### config.mk
export PLATFORM = sky130hd
export DESIGN_NAME = double_ended_queue_core
export DESIGN_NICKNAME = d
export VERILOG_FILES = /design/src/deq_pkg.sv /design/src/deq_ctrl.sv /design/src/deq_datapath.sv /design/src/double_ended_queue_core.sv
export SDC_FILE = /design/constraint.sdc
export NUM_CORES = 2
export LEC_CHECK = 0
export BUFFER_PORTS_ARGS = -buffer_cell sky130_fd_sc_hd__buf_2
export CAP_MARGIN = 20
export CORE_ASPECT_RATIO = 0.9
export CORE_UTILIZATION = 55
export CTS_BUF_LIST = sky130_fd_sc_hd__clkbuf_8
export DETAILED_ROUTE_END_ITERATION = 16
export PLACE_DENSITY = 0.76
export SLEW_MARGIN = 10
export SYNTH_ARGS = -nofsm -noshare
export SYNTH_HDL_FRONTEND = slang
export SYNTH_SLANG_ARGS = --single-unit
### constraint.sdc
create_clock -name aclk -period 7.7 [get_ports aclk]
set_input_delay 0.385 -clock aclk [delete_from_list [all_inputs] [get_ports aclk]]
set_output_delay 0.385 -clock aclk [all_outputs]
set_load 0.05 [all_outputs]
### src/deq_pkg.sv
// Shared types and codes for the double-ended queue core.
package deq_pkg;

    typedef enum logic [2:0] {
        ACT_NOTHING    = 3'd0,
        ACT_PUSH_FRONT = 3'd1,
        ACT_PUSH_BACK  = 3'd2,
        ACT_POP_FRONT  = 3'd3,
        ACT_POP_BACK   = 3'd4,
        ACT_CLEAR      = 3'd5
    } action_t;

    localparam logic [1:0] STATUS_OK    = 2'd0;
    localparam logic [1:0] STATUS_FULL  = 2'd1;
    localparam logic [1:0] STATUS_EMPTY = 2'd2;

    localparam int VALUE_W = 32;
    localparam int COUNT_W = 7;

    typedef struct packed {
        logic exec;
        logic publish;
    } deq_cmd_t;

endpackage

### src/deq_ctrl.sv
// Controller: sequences one transaction from acceptance to the result register.
module deq_ctrl
    import deq_pkg::*;
(
    input  logic     aclk,
    input  logic     aresetn,
    input  logic     s_valid,
    output logic     s_ready,
    output logic     m_valid,
    input  logic     m_ready,
    output deq_cmd_t cmd
);

    typedef enum logic {
        ST_IDLE,
        ST_OUT
    } state_t;

    state_t state_reg;
    logic   m_valid_reg;
    logic   out_free;

    assign out_free    = !m_valid_reg || m_ready;
    assign s_ready     = (state_reg == ST_IDLE);
    assign m_valid     = m_valid_reg;
    assign cmd.exec    = (state_reg == ST_IDLE) && s_valid;
    assign cmd.publish = (state_reg == ST_OUT) && out_free;

    always_ff @(posedge aclk) begin
        if (!aresetn) begin
            state_reg   <= ST_IDLE;
            m_valid_reg <= 1'b0;
        end else begin
            if (m_valid_reg && m_ready) begin
                m_valid_reg <= 1'b0;
            end
            case (state_reg)
                ST_IDLE: begin
                    if (s_valid) begin
                        state_reg <= ST_OUT;
                    end
                end
                ST_OUT: begin
                    if (out_free) begin
                        m_valid_reg <= 1'b1;
                        state_reg   <= ST_IDLE;
                    end
                end
                default: begin
                    state_reg <= ST_IDLE;
                end
            endcase
        end
    end

endmodule

### src/deq_datapath.sv
// Datapath: ring storage, indices, cached end values and result register.
module deq_datapath
    import deq_pkg::*;
#(
    parameter int DEPTH = 64
) (
    input  logic                      aclk,
    input  logic                      aresetn,
    input  deq_cmd_t                  cmd,
    input  logic [2:0]                s_action,
    input  logic signed [VALUE_W-1:0] s_value,
    output logic signed [VALUE_W-1:0] m_popped_value,
    output logic signed [VALUE_W-1:0] m_front_value,
    output logic signed [VALUE_W-1:0] m_back_value,
    output logic [COUNT_W-1:0]        m_entry_count,
    output logic [1:0]                m_status
);

    localparam int AW = (DEPTH > 1) ? $clog2(DEPTH) : 1;
    localparam int CW = $clog2(DEPTH + 1);
    localparam logic [AW-1:0] LAST_IDX = AW'(DEPTH - 1);
    localparam logic [CW-1:0] FULL_CNT = CW'(DEPTH);

    logic [VALUE_W-1:0] mem [DEPTH];

    logic [AW-1:0]      fi_reg, fi_next;
    logic [CW-1:0]      cnt_reg, cnt_next;
    logic               fix_front_reg, fix_front_next;
    logic               fix_back_reg, fix_back_next;
    logic [VALUE_W-1:0] front_val_reg, front_val_next;
    logic [VALUE_W-1:0] back_val_reg, back_val_next;
    logic [VALUE_W-1:0] popped_reg, popped_next;
    logic [1:0]         status_reg, status_next;
    logic [VALUE_W-1:0] rd_data_reg;

    logic [VALUE_W-1:0] m_popped_reg, m_front_reg, m_back_reg;
    logic [COUNT_W-1:0] m_count_reg;
    logic [1:0]         m_status_reg;

    logic               wr_en;
    logic [AW-1:0]      wr_addr;
    logic [AW-1:0]      rd_addr;
    logic [AW-1:0]      fi_dec;
    logic               full, empty;
    logic [VALUE_W-1:0] front_cur, back_cur;
    logic [CW+COUNT_W-1:0] cnt_ext;

    function automatic logic [AW-1:0] ring_pos(input logic [AW-1:0] base,
                                               input logic [CW-1:0] k);
        logic [CW:0] sum;
        sum = (CW+1)'(base) + (CW+1)'(k);
        if (sum >= (CW+1)'(DEPTH)) begin
            sum = sum - (CW+1)'(DEPTH);
        end
        return sum[AW-1:0];
    endfunction

    assign full   = (cnt_reg >= FULL_CNT);
    assign empty  = (cnt_reg == '0);
    assign fi_dec = (fi_reg == '0) ? LAST_IDX : fi_reg - AW'(1);

    always_comb begin
        fi_next        = fi_reg;
        cnt_next       = cnt_reg;
        fix_front_next = fix_front_reg;
        fix_back_next  = fix_back_reg;
        front_val_next = front_val_reg;
        back_val_next  = back_val_reg;
        popped_next    = popped_reg;
        status_next    = status_reg;
        wr_en          = 1'b0;
        wr_addr        = ring_pos(fi_reg, cnt_reg);
        rd_addr        = ring_pos(fi_reg, CW'(1));
        if (cmd.exec) begin
            popped_next    = '0;
            status_next    = STATUS_OK;
            fix_front_next = 1'b0;
            fix_back_next  = 1'b0;
            case (s_action)
                ACT_PUSH_FRONT: begin
                    if (full) begin
                        status_next = STATUS_FULL;
                    end else begin
                        wr_en          = 1'b1;
                        wr_addr        = fi_dec;
                        fi_next        = fi_dec;
                        cnt_next       = cnt_reg + CW'(1);
                        front_val_next = s_value;
                        if (empty) begin
                            back_val_next = s_value;
                        end
                    end
                end
                ACT_PUSH_BACK: begin
                    if (full) begin
                        status_next = STATUS_FULL;
                    end else begin
                        wr_en         = 1'b1;
                        cnt_next      = cnt_reg + CW'(1);
                        back_val_next = s_value;
                        if (empty) begin
                            front_val_next = s_value;
                        end
                    end
                end
                ACT_POP_FRONT: begin
                    if (empty) begin
                        status_next = STATUS_EMPTY;
                    end else begin
                        popped_next    = front_val_reg;
                        fi_next        = ring_pos(fi_reg, CW'(1));
                        cnt_next       = cnt_reg - CW'(1);
                        fix_front_next = 1'b1;
                        rd_addr        = ring_pos(fi_reg, CW'(1));
                    end
                end
                ACT_POP_BACK: begin
                    if (empty) begin
                        status_next = STATUS_EMPTY;
                    end else begin
                        popped_next   = back_val_reg;
                        cnt_next      = cnt_reg - CW'(1);
                        fix_back_next = 1'b1;
                        rd_addr       = ring_pos(fi_reg, cnt_reg - CW'(2));
                    end
                end
                ACT_CLEAR: begin
                    fi_next  = '0;
                    cnt_next = '0;
                end
                default: begin
                end
            endcase
        end
        if (cmd.publish) begin
            fix_front_next = 1'b0;
            fix_back_next  = 1'b0;
            if (fix_front_reg) begin
                front_val_next = rd_data_reg;
            end
            if (fix_back_reg) begin
                back_val_next = rd_data_reg;
            end
        end
    end

    // Refresh after a pop comes from the ring; count zero reads as zero.
    assign front_cur = (cnt_reg == '0) ? '0 : (fix_front_reg ? rd_data_reg : front_val_reg);
    assign back_cur  = (cnt_reg == '0) ? '0 : (fix_back_reg ? rd_data_reg : back_val_reg);
    assign cnt_ext   = (CW+COUNT_W)'(cnt_reg);

    always_ff @(posedge aclk) begin
        if (wr_en) begin
            mem[wr_addr] <= s_value;
        end
        if (cmd.exec) begin
            rd_data_reg <= mem[rd_addr];
        end
    end

    always_ff @(posedge aclk) begin
        if (!aresetn) begin
            fi_reg        <= '0;
            cnt_reg       <= '0;
            fix_front_reg <= 1'b0;
            fix_back_reg  <= 1'b0;
        end else begin
            fi_reg        <= fi_next;
            cnt_reg       <= cnt_next;
            fix_front_reg <= fix_front_next;
            fix_back_reg  <= fix_back_next;
        end
    end

    always_ff @(posedge aclk) begin
        front_val_reg <= front_val_next;
        back_val_reg  <= back_val_next;
        popped_reg    <= popped_next;
        status_reg    <= status_next;
        if (cmd.publish) begin
            m_popped_reg <= popped_reg;
            m_front_reg  <= front_cur;
            m_back_reg   <= back_cur;
            m_count_reg  <= cnt_ext[COUNT_W-1:0];
            m_status_reg <= status_reg;
        end
    end

    assign m_popped_value = m_popped_reg;
    assign m_front_value  = m_front_reg;
    assign m_back_value   = m_back_reg;
    assign m_entry_count  = m_count_reg;
    assign m_status       = m_status_reg;

endmodule

### src/double_ended_queue_core.sv
// Double-ended queue core: top level joining controller and datapath.
// Result: after acceptance the controller enters ST_OUT and registers the result
// once the output register is free; no new transaction is accepted until then,
// as the ring's registered read refreshes the cached front or back entry after a pop.
// Reset: synchronous, active low; empties the queue, ring contents untouched.
module double_ended_queue_core
    import deq_pkg::*;
#(
    parameter int DEPTH = 64
) (
    input  logic                      aclk,
    input  logic                      aresetn,
    input  logic                      s_valid,
    output logic                      s_ready,
    input  logic [2:0]                s_action,
    input  logic signed [VALUE_W-1:0] s_value,
    output logic                      m_valid,
    input  logic                      m_ready,
    output logic signed [VALUE_W-1:0] m_popped_value,
    output logic signed [VALUE_W-1:0] m_front_value,
    output logic signed [VALUE_W-1:0] m_back_value,
    output logic [COUNT_W-1:0]        m_entry_count,
    output logic [1:0]                m_status
);

    deq_cmd_t cmd;

    deq_ctrl u_ctrl (
        .aclk    (aclk),
        .aresetn (aresetn),
        .s_valid (s_valid),
        .s_ready (s_ready),
        .m_valid (m_valid),
        .m_ready (m_ready),
        .cmd     (cmd)
    );

    deq_datapath #(
        .DEPTH (DEPTH)
    ) u_datapath (
        .aclk           (aclk),
        .aresetn        (aresetn),
        .cmd            (cmd),
        .s_action       (s_action),
        .s_value        (s_value),
        .m_popped_value (m_popped_value),
        .m_front_value  (m_front_value),
        .m_back_value   (m_back_value),
        .m_entry_count  (m_entry_count),
        .m_status       (m_status)
    );

endmodule
== Yosys cells after proc, flatten, opt, wreduce, memory -nomap -nowiden ==
Memories as Yosys holds them, arrays and structs flattened. A register that Yosys moved wholly into a read port is not among the register bits.
Index checks and enable logic that the tools add are counted.
Storage, ports and cells
  memories: 1
  register bits after elaboration: 220
  output and inout bits: 107
  RAM bits: 2048
  input port bits: 39
Operators by class
  bitwise logic cells: 2
  $add $sub $neg: 10
  multiplexer cells: 52
  reductions and logical operators: 14
  equal/unequal tests: 9
  order comparisons: 4
Memories
  u_datapath.mem: words 64, width 32, rd ports 1, clocked after memory_dff 1, wr ports 1, RTL line deq_datapath.sv:24  | logic [VALUE_W-1:0] mem [DEPTH];
Operators by type and width (number)
  $mux 32: 16
  $pmux 32 s2: 3
  $mux 6: 12
  $sub 6x1->6 const B: 4
  $pmux 7 s3: 1
  $pmux 6 s3: 1
  $add 6x7->8: 2
  $ge 8x7->1 const B: 2
  $ge 7x7->1 const B: 2
  $mux 1: 14
  $mux 7: 2
  $ne 2x2->1 const B: 4
  $reduce_and 4->1: 2
  $add 6x1->7 const B: 1
  $add 7x1->7 const B: 1
  $logic_not 7->1: 1
  $sub 7x1->7 const B: 1
  $sub 7x2->7 const B: 1
  $eq 3x2->1 const B: 2
  $eq 3x3->1 const B: 2
  $logic_not 6->1: 1
  $reduce_bool 3->1: 2
  $reduce_or 2->1: 3
  $pmux 2 s2: 1
  other kinds (7): 10

== Longest topological paths before layout ==
  depth in word-level cells: 7
  mapped depth: 14

== Modules after synthesis ==
Synthesis repeated with hierarchy kept, for this count alone.
Unflattened totals
  cells, all modules: 6591
  area, all modules: 92291.0 um^2
By module, submodules not included
  deq_datapath: instances 1, cells an instance 6582, area an instance 92188.4 um^2, sequential area each 68215.4 um^2
  deq_ctrl: instances 1, cells an instance 9, area an instance 102.6 um^2, sequential area each 40.0 um^2

== Worst setup path after synthesis ==
OpenSTA, ideal clock, no wires.
  path kind: register to register
  start: register u_ctrl.m_valid_reg, in the netlist u_ctrl.m_valid
  end: register u_datapath.m_back_reg[0], in the netlist u_datapath.m_back_value[0], enable pin
  arrival: 5.083 ns
  slack: 2.046 ns
  stages on the path, launching flop included: 3
  data required time: 7.129 ns
  buffers on the path: 0
  path through: dfxtp_1 nor2b_1 nor2_1
RTL lines
  start: declaration: RTL line deq_ctrl.sv:20  | logic m_valid_reg;
  start signal: assignment: RTL line deq_ctrl.sv:32  | m_valid_reg <= 1'b0;
  start signal: assignment: RTL line deq_ctrl.sv:35  | m_valid_reg <= 1'b0;
  start signal: assignment: RTL line deq_ctrl.sv:45  | m_valid_reg <= 1'b1;
  end signal: assignment: RTL line deq_datapath.sv:183  | m_back_reg <= back_cur;
  end: declaration: RTL line deq_datapath.sv:36  | logic [VALUE_W-1:0] m_popped_reg, m_front_reg, m_back_reg;

==> metrics.md <==
| Metric | Value |
|---|---|
| Port-buffer cells | `145` |
| Clock Skew | `89.4 ps` |
| Syn_nets | `5940` |
| Critical path capture point type | `flip-flop` |
| Ys flop type | `edfxtp_1` |
| Min Tclk post-route | `6220 ps` |
| Switching Fraction | `26.4%` |
| Post-synth top cells | `2219 x edfxtp_1, 1037 x nand2_1, 303 x nand3_1` |
| RSZ-0062 raised after global routing | `false` |
| Total area of sequential cells | `0.0683 sq mm` |
| Biggest cell delay along the critical path | `720 ps` |
| Routed WL | `269 mm` |
| Largest net degree at the start of global routing | `129` |
| Status | `completed` |
| Post-synth top area share | `73.0%` |
| Clock-pin slew on the worst setup and hold paths | `70 ps` |
| Drt wl/cell | `31.0 um` |
| Layout area overhead | `11.6%` |
| Max FFs per register | `2048` |
| Area occupied by multi-input gates | `0.0216 sq mm` |
| Critical Path RT | `8510 ps` |
| Netlist cell types | `86` |
| Post-DRT Antenna Nets | `0` |
| Crit Path Max Fanout | `63` |
| Worst hold slack | `75.0 ps` |
| GPL Wtd Cong | `0.936` |
| CP dominant cell by count | `buf_4` |
| Max frequency | `161 MHz` |
| 1st-iter DRT viols | `10470` |
| Deepest level of the CTS H-tree | `5` |
| Max_slew headroom | `9.09%` |
| Async set-reset flop share out of synthesis | `0%` |
| Total gr overflow | `0` |
| CP max-delay cell | `a221oi_1` |
| Syn avg cell area | `15.5 sq um` |
| Die height | `388 um` |
| Cells after Synth | `5880` |
| Comb power frac | `10.7%` |
| Initial DRT Pass Iterations | `13` |
| Worst-Skew Late Latency | `1090 ps` |
| Global-route wire length before repair | `382 mm` |
| Clock share of power | `34.8%` |
| Via-per-instance ratio | `6.62` |
| Max clock buf depth | `4` |
| DRC errors left | `0` |
| CP arrival | `7030 ps` |
| Die area | `0.168 sq mm` |
| Num CTS Buffers | `357` |
| Postcts setup bufs | `0` |
| Ys Warns | `0` |
| Synthesis-stage register bit count | `2300` |
| Yosys top cell by area | `edfxtp_1` |
| Vias in the first global route | `54680` |
| Design Power | `0.0262 W` |
| Largest reg by FF count | `u_datapath.mem` |
| Share of layout cells above drive strength 1 | `16.2%` |
| Initial antenna violation count | `22` |
| Worst min path class | `input pin to flip-flop` |
| CTS tree | `built` |
| Post-synth EDFFs | `2219` |
| Clock root buffer | `clkbuf_8` |
| WS Path Type | `flip-flop to flip-flop` |
| Internal power | `0.0193 W` |
| Core region area | `0.164 sq mm` |
| VDD IR-drop max | `0.194 mV` |
| Fin util | `61.9%` |
| Max Slew Vio Count | `0` |
| Mapped cell area | `0.0912 sq mm` |
| Die Width | `431 um` |
| CTS sink cnt | `2300` |
| Most frequent cell after synthesis | `edfxtp_1` |
| Final Hold Fails | `0` |
| CP Launch Type | `flip-flop` |
| Pwr dens | `258 mW/mm^2` |
| Worst path cell trace | `nand2b_2, buf_4, clkinv_2, o2111ai_2, a21boi_4, buf_12, buf_4, mux4_2, a221oi_1, a32o_1, a221oi_2` |
| P_sw | `0.00692 W` |
| Top post-synthesis cells by area | `edfxtp_1 73%, nand2_1 4.3%, mux4_2 4.0%, mux2i_1 2.7%, dfxtp_1 1.8%` |
| Initial Util | `55.5%` |
| Row cnt | `141` |
| Leakage | `32.9 nW` |
| Final setup vio count | `0` |
| Hpwl dp | `157 mm` |
| Fin nets | `6278` |
| Final cycle utilization of the critical path | `80.8%` |
| Worst-margin pin slew | `1360 ps` |
| Max cap viols | `0` |
| Register area share after synthesis | `74.8%` |
| I/O pin cnt | `146` |
| Setup TNS | `0 ps` |
| Via count | `57435` |
| # fillers | `11568` |
| Part of the power in registers | `54.6%` |
| GRT Util Overall | `31.8%` |
-- critical path, delay by kind of cell, from the launching register on --
family,cells,cell delay [ps]
buffers and inverters,4,1850
flip-flops,1,370
multiplexers,1,570
AND/OR/NAND/NOR,1,620
AO/OA/AOI/OAI,5,2400
-- power groups by stage --
stage          combinational [W]  clock (W)  sequential [W]
5_1_grt                  0.00291    0.00965          0.0143
3_3_place_gp             0.00264          0          0.0145
6_report                 0.00280    0.00911          0.0143
2_1_floorplan            0.00149          0          0.0146
3_5_place_dp             0.00270          0          0.0145
4_1_cts                  0.00272    0.00912          0.0143
-- final cells by class --
class	count	area share, %
tap	2216	2.72
antenna	7	0.0172
clock inverter	233	1.01
timing repair buffer	356	2.93
inverter	15	0.0565
clock buffer	367	4.96
multi-input combinational	3188	21.3
sequential	2300	67.0
-- cell families after synthesis --
logic type,after synthesis,share of synthesized area (%)
flops,2300,74.8
simple gates,1737,8.00
compound gates,987,7.56
mux,421,6.86
buf+inv,392,2.24
xor+xnor,22,0.211
fa+ha+maj,21,0.313
-- stage by stage --
step                cell area (sq um)  std cells  worst slack, ps
finish                         102000       8682             1480
global route                   102000       8680             1490
CTS                            102000       8667             1770
detailed placement              95400       8050             1710
global placement                94800       8024             1630
floorplan                       91200       5880             2050
-- layout by cell type (no fill, tap or decap), types with 78 or more instances in the layout --
cell type  count
a21oi_1      150
a22oi_1      143
a31oi_1      149
buf_2        144
buf_4        150
clkbuf_8     367
dfxtp_1       78
edfxtp_1    2219
inv_1        130
mux2i_1      246
mux4_2       162
nand2_1     1036
nand3_1      303
nor2_1       176
o21ai_0      177
-- metal layers --
metal  up-vias  part of all wire, %  GRT usage, %
met2      4770                   43          45.6
li1      23570                    -             -
met5         -                0.017             0
met3       751                   17          11.2
met4         8                  4.9          14.2
met1     28336                   35          44.0
-- path summary, 6_finish.rpt --
| kind | slack [ps] | cells past startpoint | end | from |
|---|---|---|---|---|
| worst max-delay path | 1480 | 11 | u_datapath.rd_data_reg[29]$_DFFE_PP_ | u_ctrl.state_reg$_SDFF_PN0_ |
| worst min-delay path | 80 | 2 | u_datapath.mem[32][2]$_DFFE_PP_ | s_value[2] |
| worst max register to register | 1480 | 11 | u_datapath.rd_data_reg[29]$_DFFE_PP_ | u_ctrl.state_reg$_SDFF_PN0_ |
| worst min register to register | 420 | 0 | u_datapath.m_popped_value[1]$_DFFE_PP_ | u_datapath.popped_reg[1]$_DFFE_PP_ |
-- what timing repair did --
action | 4_1_cts | 5_1_grt
gates resized for setup | 0 | 0
hold endpoints to repair | 271 | 55
hold buffers | 17 | 2
No activity file was read; power rests on OpenSTA's default activity.
